--- src/xml_entity_unescape_core_macros.svh ---
// Assertion macros shared by the unescaper RTL.
// No dependencies; expects clk and rst_n in the scope of each use.
`ifndef XML_ENTITY_UNESCAPE_CORE_MACROS_SVH
`define XML_ENTITY_UNESCAPE_CORE_MACROS_SVH

`ifndef SYNTH
// checked while out of reset
`define XEU_ASSERT(lbl, prop, msg) \
  lbl: assert property (@(posedge clk) disable iff (!rst_n) prop) else $error(msg);
// checked on every edge, reset included
`define XEU_ASSERT_ALWAYS(lbl, prop, msg) \
  lbl: assert property (@(posedge clk) prop) else $error(msg);
`else
`define XEU_ASSERT(lbl, prop, msg)
`define XEU_ASSERT_ALWAYS(lbl, prop, msg)
`endif

`endif

--- src/xeu_pkg.sv ---
// Package for the XML entity unescaper: sizes, entity name table, shared types.
// No dependencies.
package xeu_pkg;

  localparam int MAX_HELD      = 4;
  localparam int RUN_LEN       = MAX_HELD + 2;
  localparam int CNT_W         = $clog2(MAX_HELD + 1);
  localparam int HIDX_W        = $clog2(MAX_HELD);
  localparam int RUN_W         = $clog2(RUN_LEN + 1);
  localparam int NUM_NAMES     = 5;
  localparam int NAME_MAX_LEN  = 5;

  localparam logic [7:0] AMP_BYTE = 8'h26;

  // name bytes after the ampersand, semicolon included
  localparam logic [7:0] NAME_STR [NUM_NAMES][NAME_MAX_LEN] = '{
    '{8'h6C, 8'h74, 8'h3B, 8'h00, 8'h00},   // lt;
    '{8'h67, 8'h74, 8'h3B, 8'h00, 8'h00},   // gt;
    '{8'h61, 8'h6D, 8'h70, 8'h3B, 8'h00},   // amp;
    '{8'h71, 8'h75, 8'h6F, 8'h74, 8'h3B},   // quot;
    '{8'h61, 8'h70, 8'h6F, 8'h73, 8'h3B}    // apos;
  };
  localparam logic [2:0] NAME_LEN [NUM_NAMES] = '{3'd3, 3'd3, 3'd4, 3'd5, 3'd5};
  localparam logic [7:0] NAME_CH  [NUM_NAMES] = '{8'h3C, 8'h3E, 8'h26, 8'h22, 8'h27};

  typedef logic [MAX_HELD-1:0][7:0] held_vec_t;

  typedef struct packed {
    logic       full;     // byte completes an entity
    logic       prefix;   // byte extends a proper prefix
    logic [7:0] ch;       // decoded character on a full match
  } match_t;

  typedef struct packed {
    logic [RUN_LEN-1:0][7:0] bytes;   // word 0 goes out first
    logic [RUN_W-1:0]        len;
    logic                    text_last;
  } run_t;

endpackage

--- src/xeu_in_if.sv ---
// Input byte channel of the XML entity unescaper.
// No dependencies.
interface xeu_in_if;
  logic       valid;
  logic       ready;
  logic [7:0] text_byte;
  logic       end_of_text;

  modport source (output valid, output text_byte, output end_of_text, input ready);
  modport sink   (input valid, input text_byte, input end_of_text, output ready);
endinterface

--- src/xeu_out_if.sv ---
// Result byte channel of the XML entity unescaper.
// No dependencies.
interface xeu_out_if;
  logic       valid;
  logic       ready;
  logic [7:0] out_byte;
  logic       run_last;
  logic       text_last;

  modport source (output valid, output out_byte, output run_last, output text_last,
                  input ready);
  modport sink   (input valid, input out_byte, input run_last, input text_last,
                  output ready);
endinterface

--- src/xeu_match.sv ---
// Entity name matcher: classifies the incoming byte against the held prefix.
// Depends on xeu_pkg.
module xeu_match (
  input  xeu_pkg::held_vec_t        held_bytes,
  input  logic [xeu_pkg::CNT_W-1:0] held_count,
  input  logic [7:0]                text_byte,
  output xeu_pkg::match_t           result
);
  import xeu_pkg::*;

  always_comb begin
    logic       ok;
    logic [7:0] nb;
    result = '0;
    // descending so the first name in table order wins
    for (int k = NUM_NAMES - 1; k >= 0; k--) begin
      ok = (int'(held_count) + 1 <= int'(NAME_LEN[k]));
      for (int i = 0; i < NAME_MAX_LEN - 1; i++) begin
        if ((int'(held_count) > i) && (held_bytes[i] != NAME_STR[k][i])) begin
          ok = 1'b0;
        end
      end
      nb = 8'h00;
      for (int j = 0; j < NAME_MAX_LEN; j++) begin
        if (int'(held_count) == j) begin
          nb = NAME_STR[k][j];
        end
      end
      if (ok && (nb == text_byte)) begin
        result.full   = (int'(held_count) + 1 == int'(NAME_LEN[k]));
        result.prefix = (int'(held_count) + 1 != int'(NAME_LEN[k]));
        result.ch     = NAME_CH[k];
      end
    end
  end

endmodule

--- src/xeu_state.sv ---
// Match state (pending ampersand, held bytes) and per-word run builder.
// Depends on xeu_pkg, xeu_match and the assertion macro header.
`include "xml_entity_unescape_core_macros.svh"

module xeu_state (
  input  logic          clk,
  input  logic          rst_n,
  input  logic          fire,
  input  logic [7:0]    text_byte,
  input  logic          end_of_text,
  output xeu_pkg::run_t run
);
  import xeu_pkg::*;

  logic              in_entity_r, in_entity_nxt;
  logic [CNT_W-1:0]  held_count_r, held_count_nxt;
  held_vec_t         held_r;
  match_t            m;
  logic              hold, flush, emit_c, pre;
  logic [7:0]        last_byte;

  xeu_match u_match (
    .held_bytes (held_r),
    .held_count (held_count_r),
    .text_byte  (text_byte),
    .result     (m)
  );

  assign hold      = in_entity_r && m.prefix && (held_count_r < CNT_W'(MAX_HELD));
  assign flush     = in_entity_r && !m.full && !hold;
  assign emit_c    = (text_byte != AMP_BYTE) || end_of_text;
  assign pre       = flush || (hold && end_of_text);
  assign last_byte = (in_entity_r && m.full) ? m.ch : text_byte;

  // flush layout: '&', held bytes, then the byte; else just word 0
  always_comb begin
    run.bytes     = {8'h00, held_r, AMP_BYTE};
    run.text_last = end_of_text;
    for (int j = 1; j < RUN_LEN; j++) begin
      if (RUN_W'(j) == RUN_W'(held_count_r) + RUN_W'(1)) begin
        run.bytes[j] = last_byte;
      end
    end
    if (!pre) begin
      run.bytes[0] = last_byte;
    end
    priority if (!in_entity_r) begin
      run.len = emit_c ? RUN_W'(1) : '0;
    end else if (m.full) begin
      run.len = RUN_W'(1);
    end else if (hold) begin
      run.len = end_of_text ? RUN_W'(held_count_r) + RUN_W'(2) : '0;
    end else begin
      run.len = RUN_W'(held_count_r) + RUN_W'(1) + RUN_W'(emit_c);
    end
  end

  always_comb begin
    in_entity_nxt  = in_entity_r;
    held_count_nxt = held_count_r;
    priority if (!in_entity_r) begin
      in_entity_nxt  = (text_byte == AMP_BYTE);
      held_count_nxt = '0;
    end else if (m.full) begin
      in_entity_nxt  = 1'b0;
      held_count_nxt = '0;
    end else if (hold) begin
      held_count_nxt = held_count_r + CNT_W'(1);
    end else begin
      in_entity_nxt  = (text_byte == AMP_BYTE);
      held_count_nxt = '0;
    end
    if (end_of_text) begin
      in_entity_nxt  = 1'b0;
      held_count_nxt = '0;
    end
  end

  always_ff @(posedge clk) begin
    if (!rst_n) begin
      in_entity_r  <= 1'b0;
      held_count_r <= '0;
    end else if (fire) begin
      in_entity_r  <= in_entity_nxt;
      held_count_r <= held_count_nxt;
    end
  end

  always_ff @(posedge clk) begin
    if (fire && hold) begin
      held_r[held_count_r[HIDX_W-1:0]] <= text_byte;
    end
  end

  `XEU_ASSERT(a_held_max, held_count_r <= CNT_W'(MAX_HELD), "held count overflow")
  `XEU_ASSERT(a_idle_empty, !in_entity_r |-> held_count_r == '0, "held bytes while idle")
  `XEU_ASSERT(a_eot_clears, fire && end_of_text |=> !in_entity_r, "pending after end of text")

endmodule

--- src/xeu_emit.sv ---
// Result register: holds one run, shifts one word out per cycle when ready.
// Depends on xeu_pkg, xeu_out_if and the assertion macro header.
`include "xml_entity_unescape_core_macros.svh"

module xeu_emit (
  input  logic          clk,
  input  logic          rst_n,
  input  logic          fire,
  input  xeu_pkg::run_t run,
  output logic          in_rdy,
  xeu_out_if.source     out_ch
);
  import xeu_pkg::*;

  logic [RUN_LEN-1:0][7:0] buf_r, buf_nxt;
  logic [RUN_W-1:0]        cnt_r, cnt_nxt;
  logic                    tl_r, tl_nxt;
  logic                    pop, load;

  assign out_ch.valid     = (cnt_r != '0);
  assign out_ch.out_byte  = buf_r[0];
  assign out_ch.run_last  = (cnt_r == RUN_W'(1));
  assign out_ch.text_last = tl_r && (cnt_r == RUN_W'(1));

  // a new run may enter as the final word of the current one leaves
  assign in_rdy = (cnt_r == '0) || ((cnt_r == RUN_W'(1)) && out_ch.ready);
  assign pop    = out_ch.valid && out_ch.ready;
  assign load   = fire && (run.len != '0);

  always_comb begin
    buf_nxt = buf_r;
    cnt_nxt = cnt_r;
    tl_nxt  = tl_r;
    if (load) begin
      buf_nxt = run.bytes;
      cnt_nxt = run.len;
      tl_nxt  = run.text_last;
    end else if (pop) begin
      buf_nxt = {8'h00, buf_r[RUN_LEN-1:1]};
      cnt_nxt = cnt_r - RUN_W'(1);
    end
  end

  always_ff @(posedge clk) begin
    if (!rst_n) begin
      cnt_r <= '0;
      tl_r  <= 1'b0;
    end else begin
      cnt_r <= cnt_nxt;
      tl_r  <= tl_nxt;
    end
  end

  always_ff @(posedge clk) begin
    buf_r <= buf_nxt;
  end

  `XEU_ASSERT(a_cnt_range, cnt_r <= RUN_W'(RUN_LEN), "run length out of range")
  `XEU_ASSERT(a_run_cont, pop && !out_ch.run_last |=> out_ch.valid, "run broken")
  `XEU_ASSERT(a_load_len, load |=> cnt_r == $past(run.len), "run not loaded")

endmodule

--- src/xml_entity_unescape_core.sv ---
// XML predefined-entity unescaper, top level.
// Input channel in_ch: one text byte per word with end_of_text on the last
// byte of a text. Output channel out_ch: unescaped bytes; run_last marks the
// final word caused by one input word, text_last the final word of a text.
// "&lt;" "&gt;" "&amp;" "&quot;" "&apos;" become one character; a broken
// entity comes out unchanged, and a pending one is flushed at end of text.
// Latency: the first word caused by an input word is valid the cycle after
// it is accepted. Throughput: one input word per cycle while out_ch is
// ready and each yields at most one word; a word that yields k words (up
// to 6, a flushed run) holds in_ch.ready low until the last is taken.
// Words that only extend a held prefix yield nothing.
// The output run register is what paces the channel.
// Reset (rst_n low, synchronous): no pending ampersand, output empty.
// When out_ch stalls, the current word holds and in_ch.ready stays low
// unless the output is empty.
// Depends on xeu_pkg, xeu_in_if, xeu_out_if, xeu_state and xeu_emit.
module xml_entity_unescape_core (
  input  logic      clk,
  input  logic      rst_n,
  xeu_in_if.sink    in_ch,
  xeu_out_if.source out_ch
);
  import xeu_pkg::*;

  logic in_rdy;
  logic fire;
  run_t run;

  assign in_ch.ready = in_rdy;
  assign fire        = in_ch.valid && in_rdy;

  xeu_state u_state (
    .clk         (clk),
    .rst_n       (rst_n),
    .fire        (fire),
    .text_byte   (in_ch.text_byte),
    .end_of_text (in_ch.end_of_text),
    .run         (run)
  );

  xeu_emit u_emit (
    .clk    (clk),
    .rst_n  (rst_n),
    .fire   (fire),
    .run    (run),
    .in_rdy (in_rdy),
    .out_ch (out_ch)
  );

endmodule
--- src/flat_wrapper.sv ---
// flat-port wrapper written by rule: the top's interface ports become plain ports
module xml_entity_unescape_core_flat import xeu_pkg::*;
  (clk, rst_n, in_ch_valid, in_ch_text_byte, in_ch_end_of_text, in_ch_ready, out_ch_valid, out_ch_out_byte, out_ch_run_last, out_ch_text_last, out_ch_ready);
  xeu_in_if in_ch_i ();
  xeu_out_if out_ch_i ();
  input  logic clk;
  input  logic rst_n;
  input wire logic [$bits(in_ch_i.valid)-1:0] in_ch_valid;
  input wire logic [$bits(in_ch_i.text_byte)-1:0] in_ch_text_byte;
  input wire logic [$bits(in_ch_i.end_of_text)-1:0] in_ch_end_of_text;
  output wire logic [$bits(in_ch_i.ready)-1:0] in_ch_ready;
  output wire logic [$bits(out_ch_i.valid)-1:0] out_ch_valid;
  output wire logic [$bits(out_ch_i.out_byte)-1:0] out_ch_out_byte;
  output wire logic [$bits(out_ch_i.run_last)-1:0] out_ch_run_last;
  output wire logic [$bits(out_ch_i.text_last)-1:0] out_ch_text_last;
  input wire logic [$bits(out_ch_i.ready)-1:0] out_ch_ready;
  assign in_ch_i.valid = in_ch_valid;
  assign in_ch_i.text_byte = in_ch_text_byte;
  assign in_ch_i.end_of_text = in_ch_end_of_text;
  assign in_ch_ready = in_ch_i.ready;
  assign out_ch_valid = out_ch_i.valid;
  assign out_ch_out_byte = out_ch_i.out_byte;
  assign out_ch_run_last = out_ch_i.run_last;
  assign out_ch_text_last = out_ch_i.text_last;
  assign out_ch_i.ready = out_ch_ready;
  xml_entity_unescape_core u_core (.clk(clk), .rst_n(rst_n), .in_ch(in_ch_i), .out_ch(out_ch_i));
endmodule
--- config.mk ---
export PLATFORM = sky130hd
export DESIGN_NAME = xml_entity_unescape_core_flat
export DESIGN_NICKNAME = d
export VERILOG_FILES = /design/src/xeu_pkg.sv /design/src/xeu_in_if.sv /design/src/xeu_out_if.sv /design/src/xeu_match.sv /design/src/xeu_state.sv /design/src/xeu_emit.sv /design/src/xml_entity_unescape_core.sv /design/src/flat_wrapper.sv
export VERILOG_INCLUDE_DIRS = /design/src /design/src/src
export SDC_FILE = /design/constraint.sdc
export NUM_CORES = 1
export LEC_CHECK = 0
export ABC_CLOCK_PERIOD_IN_PS = 7500
export BUFFER_PORTS_ARGS = -buffer_cell sky130_fd_sc_hd__buf_2
export CORE_MARGIN = 10
export CORE_UTILIZATION = 38
export CTS_BUF_LIST = sky130_fd_sc_hd__clkbuf_8
export DETAILED_ROUTE_END_ITERATION = 8
export PLACE_DENSITY = 0.51
export SETUP_SLACK_MARGIN = 0.5
export SLEW_MARGIN = 20
export SYNTH_ARGS = -nofsm -noshare
export SYNTH_HDL_FRONTEND = slang
export SYNTH_HIERARCHICAL = 1
export SYNTH_SLANG_ARGS = --single-unit
--- constraint.sdc ---
create_clock -name clk -period 7.5 [get_ports clk]
set_input_delay 0.375 -clock clk [delete_from_list [all_inputs] [get_ports clk]]
set_output_delay 0.375 -clock clk [all_outputs]
set_load 0.01 [all_outputs]
==> results.md, run 1 <==
* Min Clock Period, post-route at 6060 ps
* Worst path arrival time at 6060 ps
* Layout cells sized above 1 at 10.3%
* Async set-reset flop share out of synthesis at 0%
* Largest net degree at the start of global routing at 51
* Fill cell count at 1537
* Synth Instances at 630
* Via count at 4591
* Synthesis-to-finish area growth at 5.59%
* # setup viols final at 0
* Mux cell area share after synthesis at slightly above 2%
* Fmax at 0.165 GHz
* Num rows at between 40 and 50
* Hold Slack at roughly 320 ps
* Syn Std Cell Area at 0.00580 mm2
* Tcrit/Tclk final at between 80% and 90%
* Vias per cell at between 5 and 6
* Compound-cell area share of the yosys netlist at 16.5%
* Final WS setup at 1440 ps
* WS Path Type: reg -> reg
* Antenna Cells at 0
* Max Slew Vio Count at 0
* Top cell type's share of synthesized area at around 41%
* HPWL Detailed at about 11000 um
* Clock transition at path regs at roughly 100 ps
* Total track usage at 15.1%
* Synth warnings at 6
* Area after DPL at 0.00591 mm2
* DR WL/cell at approximately 19 um
* Register bit total from synthesis at 88
* Drt pass-1 iters at 5
* Num ports at 25
* Nets at around 650
* First-pass GRT wire length at between 20000 and 25000 um
* Number of flops mapped to enable cells by yosys at 80
* Clk buf depth at 2
* Post-route insts no fill at between 800 and 900
* Core Area at 0.0151 mm2
* Worst setup SP type: flip-flop
* Design Power at 1.60 mW
* Register area share after synthesis at 44.2%
* RSZ-0062 raised after global routing: false
* Total Die Area at 0.0206 mm2
* Final Hold Fails at 0
* Required @ worst endpoint at roughly 7500 ps
* Post-CTS Setup Inserts at 0
* Routability cong. at 0.885
* H-tree levels at 3
* Initial antenna violation count at 0
* PD cells at 261 mW/mm2
* Top cells by area, synth: edfxtp_1 (41%), nand2_1 (9.1%), a21oi_1 (6.2%), ha_1 (4.1%), dfxtp_1 (2.8%)
* Post-synthesis simple-gate area fraction at 25.0%
* Post-synth top flop: edfxtp_1
* Inst Count DP at 792
* Yosys cell types at 78
* Total global routing overflow at 0
* Worst-Margin Slew at between 900 and 1000 ps
* Pleak at 2.36 nW
* Worst Setup End Kind: flip-flop
* Synth cell count leaders: nand2_1 (140), edfxtp_1 (80), a21oi_1 (72)
* Adder-cell share of the synthesized area at a little over 4%
* Clk_lat worst skew at 370 ps
* Final Core Density at 40.6%
* Largest family of logic cells by synthesized area: simple AND/OR/NAND/NOR gates
* Routed WL at 15600 um
* Vias in the first global route at 4271
* Crit path max fanout at 48
* VDD IR max at 0.158 mV
* Setup_tns at 0 ps
* Slew margin rel. at between 30% and 40%
* Layout Skew at 14.0 ps
* Hold crit path type: in -> reg
* Chip width at around 140 um
* Die H at 144 um
* Post-Synth XOR/XNOR Area at 2.09%
* Post-synth top area cell: edfxtp_1
* Drt drc at 0
* Count leader, synth: nand2_1
* Post-CTS resize count at 0
* Root Buffer: clkbuf_8
* TritonCTS buffer count at 9
* Number of DRC markers in iteration 0 at ~350
* Initial Util at 38.4%
* Design area at about 0.0061 mm2
* Pre-CTS WS at around 1500 ps
* Status: finished, final reports clean
* Syn avg cell area at 9.21 um2
* IO Port Bufs at 24
* ANT nets after route at 0
* CTS tree: yes
* CTS Sinks at 88
* MaxCap Viol Count at 0
* Hold Buf Count CTS at 0
==> power by group <==
group	leakage, nW	switching [mW]	internal [mW]	total [mW]
Clock	0.101	0.182	0.164	0.346
Combinational	1.43	0.313	0.139	0.452
Sequential	0.829	0.0380	0.758	0.796
==> placed cells by master, fill, tap and decap left out, types with 8 or more instances in the layout <==
master,count
nand3_1,9
xor2_1,8
a21oi_1,72
inv_1,15
dfxtp_1,8
and2_1,20
nand2_1,140
mux2i_1,12
buf_2,24
o21ai_0,11
edfxtp_1,80
ha_1,19
clkbuf_8,10
nor2_1,26
==> path summary, 6_finish.rpt <==
check                                                    start                      end  slack, ps  cells past startpoint
worst max-delay path            u_core/u_state/held_count_r[1]  u_core/u_emit/buf_r[17]       1440                     15
worst min-delay path                                     rst_n   u_core/u_emit/cnt_r[2]        320                      2
worst max register to register  u_core/u_state/held_count_r[1]  u_core/u_emit/buf_r[17]       1440                     15
worst min register to register              u_core/u_emit/tl_r       u_core/u_emit/tl_r        480                      2
==> registers in the layout, summed over array words and instances, names as in the netlist <==
name,count
u_core/u_emit/buf_r,40
u_core/u_state/held_r,32
u_core/u_emit/out_ch.out_byte,8
u_core/u_emit/cnt_r,3
u_core/u_state/held_count_r,3
u_core/u_emit/tl_r,1
u_core/u_state/in_entity_r,1
==> per-layer routing <==
metal	GRT usage [%]	vias up	share of wire [%]
li1	-	2231	-
met1	20.0	2210	46
met2	24.3	137	47
met3	2.94	13	5.7
met4	4.57	0	1.3
met5	0	-	0
==> area by class of cell <==
class	count	area (um2)	area share [%]
Timing Repair Buffer	28	150	2.45
Clock inverter	6	66.3	1.08
Tap cell	188	235	3.84
Multi-Input combinational cell	474	2920	47.7
Inverter	14	52.6	0.858
Sequential cell	88	2560	41.8
Clock buffer	10	138	2.25
==> kinds of logic (layout without fill, tap and decap cells) <==
kind of cell,after synthesis,count (layout)
AOI/OAI and AO/OA,146,146
xor gates and xnor gates,13,13
adders and majority gates,19,19
buffers and inverters,69,58
DFF,88,88
muxes,12,12
other,1,2
and+or+nand+nor,282,282
==> worst max-delay path, cell delays in order, from the launching register on <==
cell and delay, ps:
dfxtp_1 720, ha_1 360, ha_1 710, or2b_1 350
o21ai_0 160, xor2_1 110, or4_4 530, or3b_1 390
a31oi_1 300, and3b_1 430, nand3_1 130, a21oi_1 360
o31ai_4 110, buf_4 300, o21ai_4 130, buf_4 540
Power figures use the tool's default switching activity.
==> inputs of run 2 (changes only) <==
--- a/config.mk
+++ b/config.mk
@@ -6,13 +6,13 @@
 export SDC_FILE = /design/constraint.sdc
 export NUM_CORES = 1
 export LEC_CHECK = 0
-export ABC_CLOCK_PERIOD_IN_PS = 7500
+export ABC_CLOCK_PERIOD_IN_PS = 5200
 export BUFFER_PORTS_ARGS = -buffer_cell sky130_fd_sc_hd__buf_2
 export CORE_MARGIN = 10
 export CORE_UTILIZATION = 38
 export CTS_BUF_LIST = sky130_fd_sc_hd__clkbuf_8
 export DETAILED_ROUTE_END_ITERATION = 8
-export PLACE_DENSITY = 0.51
+export PLACE_DENSITY = 0.53
 export SETUP_SLACK_MARGIN = 0.5
 export SLEW_MARGIN = 20
 export SYNTH_ARGS = -nofsm -noshare
==> constraint.sdc (replaced) <==
create_clock -name clk -period 5.2 [get_ports clk]
set_input_delay 0.26 -clock clk [delete_from_list [all_inputs] [get_ports clk]]
set_output_delay 0.26 -clock clk [all_outputs]
set_load 0.01 [all_outputs]
==> results.md, run 2 (same netlist as run 1, synthesis figures left out) <==
* Largest net degree at the start of global routing at 51 (unchanged)
* Fill cell count at 1502 (-2.3%)
* First-pass GRT wire length at 23700 um (-0.46%)
* Psw at 0.767 mW (+44%)
* Multi-input gate area at 0.00303 mm2 (+3.8%)
* VDD IR max at 0.303 mV (+91%)
* Clk buf depth at 2 (unchanged)
* Slew margin rel. at 44.6% (+12 points)
* MaxCap Viol Count at 0 (unchanged)
* Routability cong. at 0.923 (+4.3%)
* PD cells at 354 mW/mm2 (+36%)
* DR WL/cell at 18.5 um (-4.7%)
* Worst setup SP type: flip-flop
* Seq. cell area at 0.00256 mm2 (about the same)
* HPWL Detailed at 10600 um (-0.85%)
* Layout Skew at 14.3 ps (+0.379 ps)
* # setup viols final at 0 (unchanged)
* Clock share of power at 19.4% (-2.3 points)
* IO Port Bufs at 24 (unchanged)
* Drt drc at 0 (unchanged)
* Clock transition at path regs at 80 ps (-20 ps)
* Die H at 144 um (unchanged)
* Crit path max fanout at 50 (+4.2%)
* Total Die Area at 0.0206 mm2 (unchanged)
* RSZ-0062 raised after global routing: false
* Number of DRC markers in iteration 0 at 372 (+6.6%)
* Required @ worst endpoint at 5330 ps (-2180 ps)
* Hold crit path type: in -> reg
* Min Clock Period, post-route at 4450 ps (-1610 ps)
* CTS tree: yes
* Final Hold Fails at 0 (unchanged)
* Comb power frac at 30.0% (+1.7 points)
* Vias per cell at 5.66 (-0.45%)
* Worst-Margin Slew at 828 ps (-148 ps)
* Tcrit/Tclk final at 85.6% (+4.8 points)
* R2R depth at 14 (-1)
* Sequential share of power at 50.7% (+0.8 points)
* Internal power at 1.50 mW (+41%)
* WS Path Type: reg -> reg
* Worst Hold Depth at 2 (unchanged)
* Pleak at 2.46 nW (+4.1%)
* Drt pass-1 iters at 5 (unchanged)
* Area after DPL at 0.00602 mm2 (+2.0%)
* Status: finished, final reports clean
* Most frequent cells in the layout: nand2_1 (140), edfxtp_1 (80), a21oi_1 (71)
* Max Slew Vio Count at 0 (unchanged)
* Via count at 4678 (+1.9%)
* Hold Buf Count CTS at 0 (unchanged)
* Layout cells sized above 1 at 15.5% (+5.2 points)
* Design Power at 2.26 mW (+42%)
* Total track usage at 14.8% (-0.28 points)
* Worst Setup End Kind: flip-flop
* Total global routing overflow at 0 (unchanged)
* Fmax at 0.225 GHz (+36%)
* Num ports at 25 (unchanged)
* Synthesis-to-finish area growth at 10.1%
* Antenna Cells at 0 (unchanged)
* Root Buffer: clkbuf_8
* Nets at 666 (+2.9%)
* TritonCTS buffer count at 9 (unchanged)
* Sw Ratio at 33.9% (+0.47 points)
* Max reg flops at 40 (unchanged)
* H-tree levels at 3 (unchanged)
* Core Area at 0.0151 mm2 (unchanged)
* ANT nets after route at 0 (unchanged)
* Initial Util at 38.4% (unchanged)
* Worst path arrival time at 4580 ps (-1480 ps)
* Vias in the first global route at 4499 (+5.3%)
* Hold Slack at 203 ps (-122 ps)
* Num rows at 45 (unchanged)
* Chip width at 144 um (unchanged)
* Routed WL at 15300 um (-2.4%)
* Clk_lat worst skew at 380 ps (about the same)
* Most common cell after layout, fill and taps aside: nand2_1
* CTS Sinks at 88 (unchanged)
* Design area at 0.00639 mm2 (+4.3%)
* Largest reg by FF count: u_core/u_emit/buf_r
* Initial antenna violation count at 0 (unchanged)
* Setup_tns at 0 ps (unchanged)
-- run 2: cell types whose count changed in the layout (fill, tap and decap cells not counted), moves of 2 or more --
| cell | before | now |
|---|---|---|
| buf_8 | 0 | 2 |
| inv_6 | 2 | 4 |
| buf_4 | 4 | 19 |
| clkinv_2 | 0 | 2 |
| o21ai_0 | 11 | 9 |
| inv_1 | 15 | 13 |
| ha_4 | 0 | 4 |
| ha_1 | 19 | 14 |
-- run 2: stage by stage --
step                      cells  util, %  worst slack [ps]
after floorplan             631        -               511
after detailed placement    805     39.9               245
after global placement      805     39.9               341
after CTS                   822     41.3               526
after global routing        827     42.3               482
final                       827     42.3               747
-- run 2: area by class of cell --
| type | instances | share of cell area, % |
|---|---|---|
| clock buffers | 9 | 1.94 |
| clock inverters | 7 | 0.823 |
| inverters | 14 | 0.882 |
| multi-input cells | 474 | 47.5 |
| flip-flops and latches | 88 | 40.1 |
| well taps | 188 | 3.68 |
| repair buffers | 47 | 5.07 |
-- run 2: power groups by stage --
stage	Combinational, mW	Sequential (mW)	Clock [mW]
after floorplan	0.514	1.15	0
after global placement	0.674	1.16	0
after detailed placement	0.682	1.16	0
after CTS	0.692	1.15	0.457
after global routing	0.781	1.17	0.483
final	0.678	1.15	0.438
-- run 2: path summary, 6_finish.rpt --
| kind | from | end | slack (ps) |
|---|---|---|---|
| hold reg to reg | u_core/u_emit/tl_r | u_core/u_emit/tl_r | 480 |
| hold / removal | rst_n | u_core/u_emit/cnt_r[2] | 200 |
| setup reg to reg | u_core/u_state/held_count_r[0] | u_core/u_emit/buf_r[41] | 750 |
| setup / recovery | u_core/u_state/held_count_r[0] | u_core/u_emit/buf_r[41] | 750 |
-- run 2: what timing repair did --
action	in CTS	in global routing
setup endpoints to repair	100	100
hold endpoints to repair	0	0
gates resized for setup	8	21
pin swaps	1	0
buffers inserted	1	5
-- run 2: critical path, cell delays in order, from the launching register on --
cell	delay (ps)
dfxtp_2	370
inv_1	250
ha_4	250
buf_4	180
or3b_2	520
nand2_1	90
or4b_1	580
a211oi_2	360
a31oi_4	90
and4b_1	230
a2111oi_2	320
o21ba_2	240
o31a_1	310
buf_6	200
and2_1	210
-- run 2: routing by layer --
layer  routed length [um]  vias up  global-route usage (%)
met5                    0        -                       0
met4                  338        0                    5.27
met3                  801       25                    3.70
met2                 7290      119                    24.3
met1                 6830     2264                    18.4
li1                     -     2270                       -
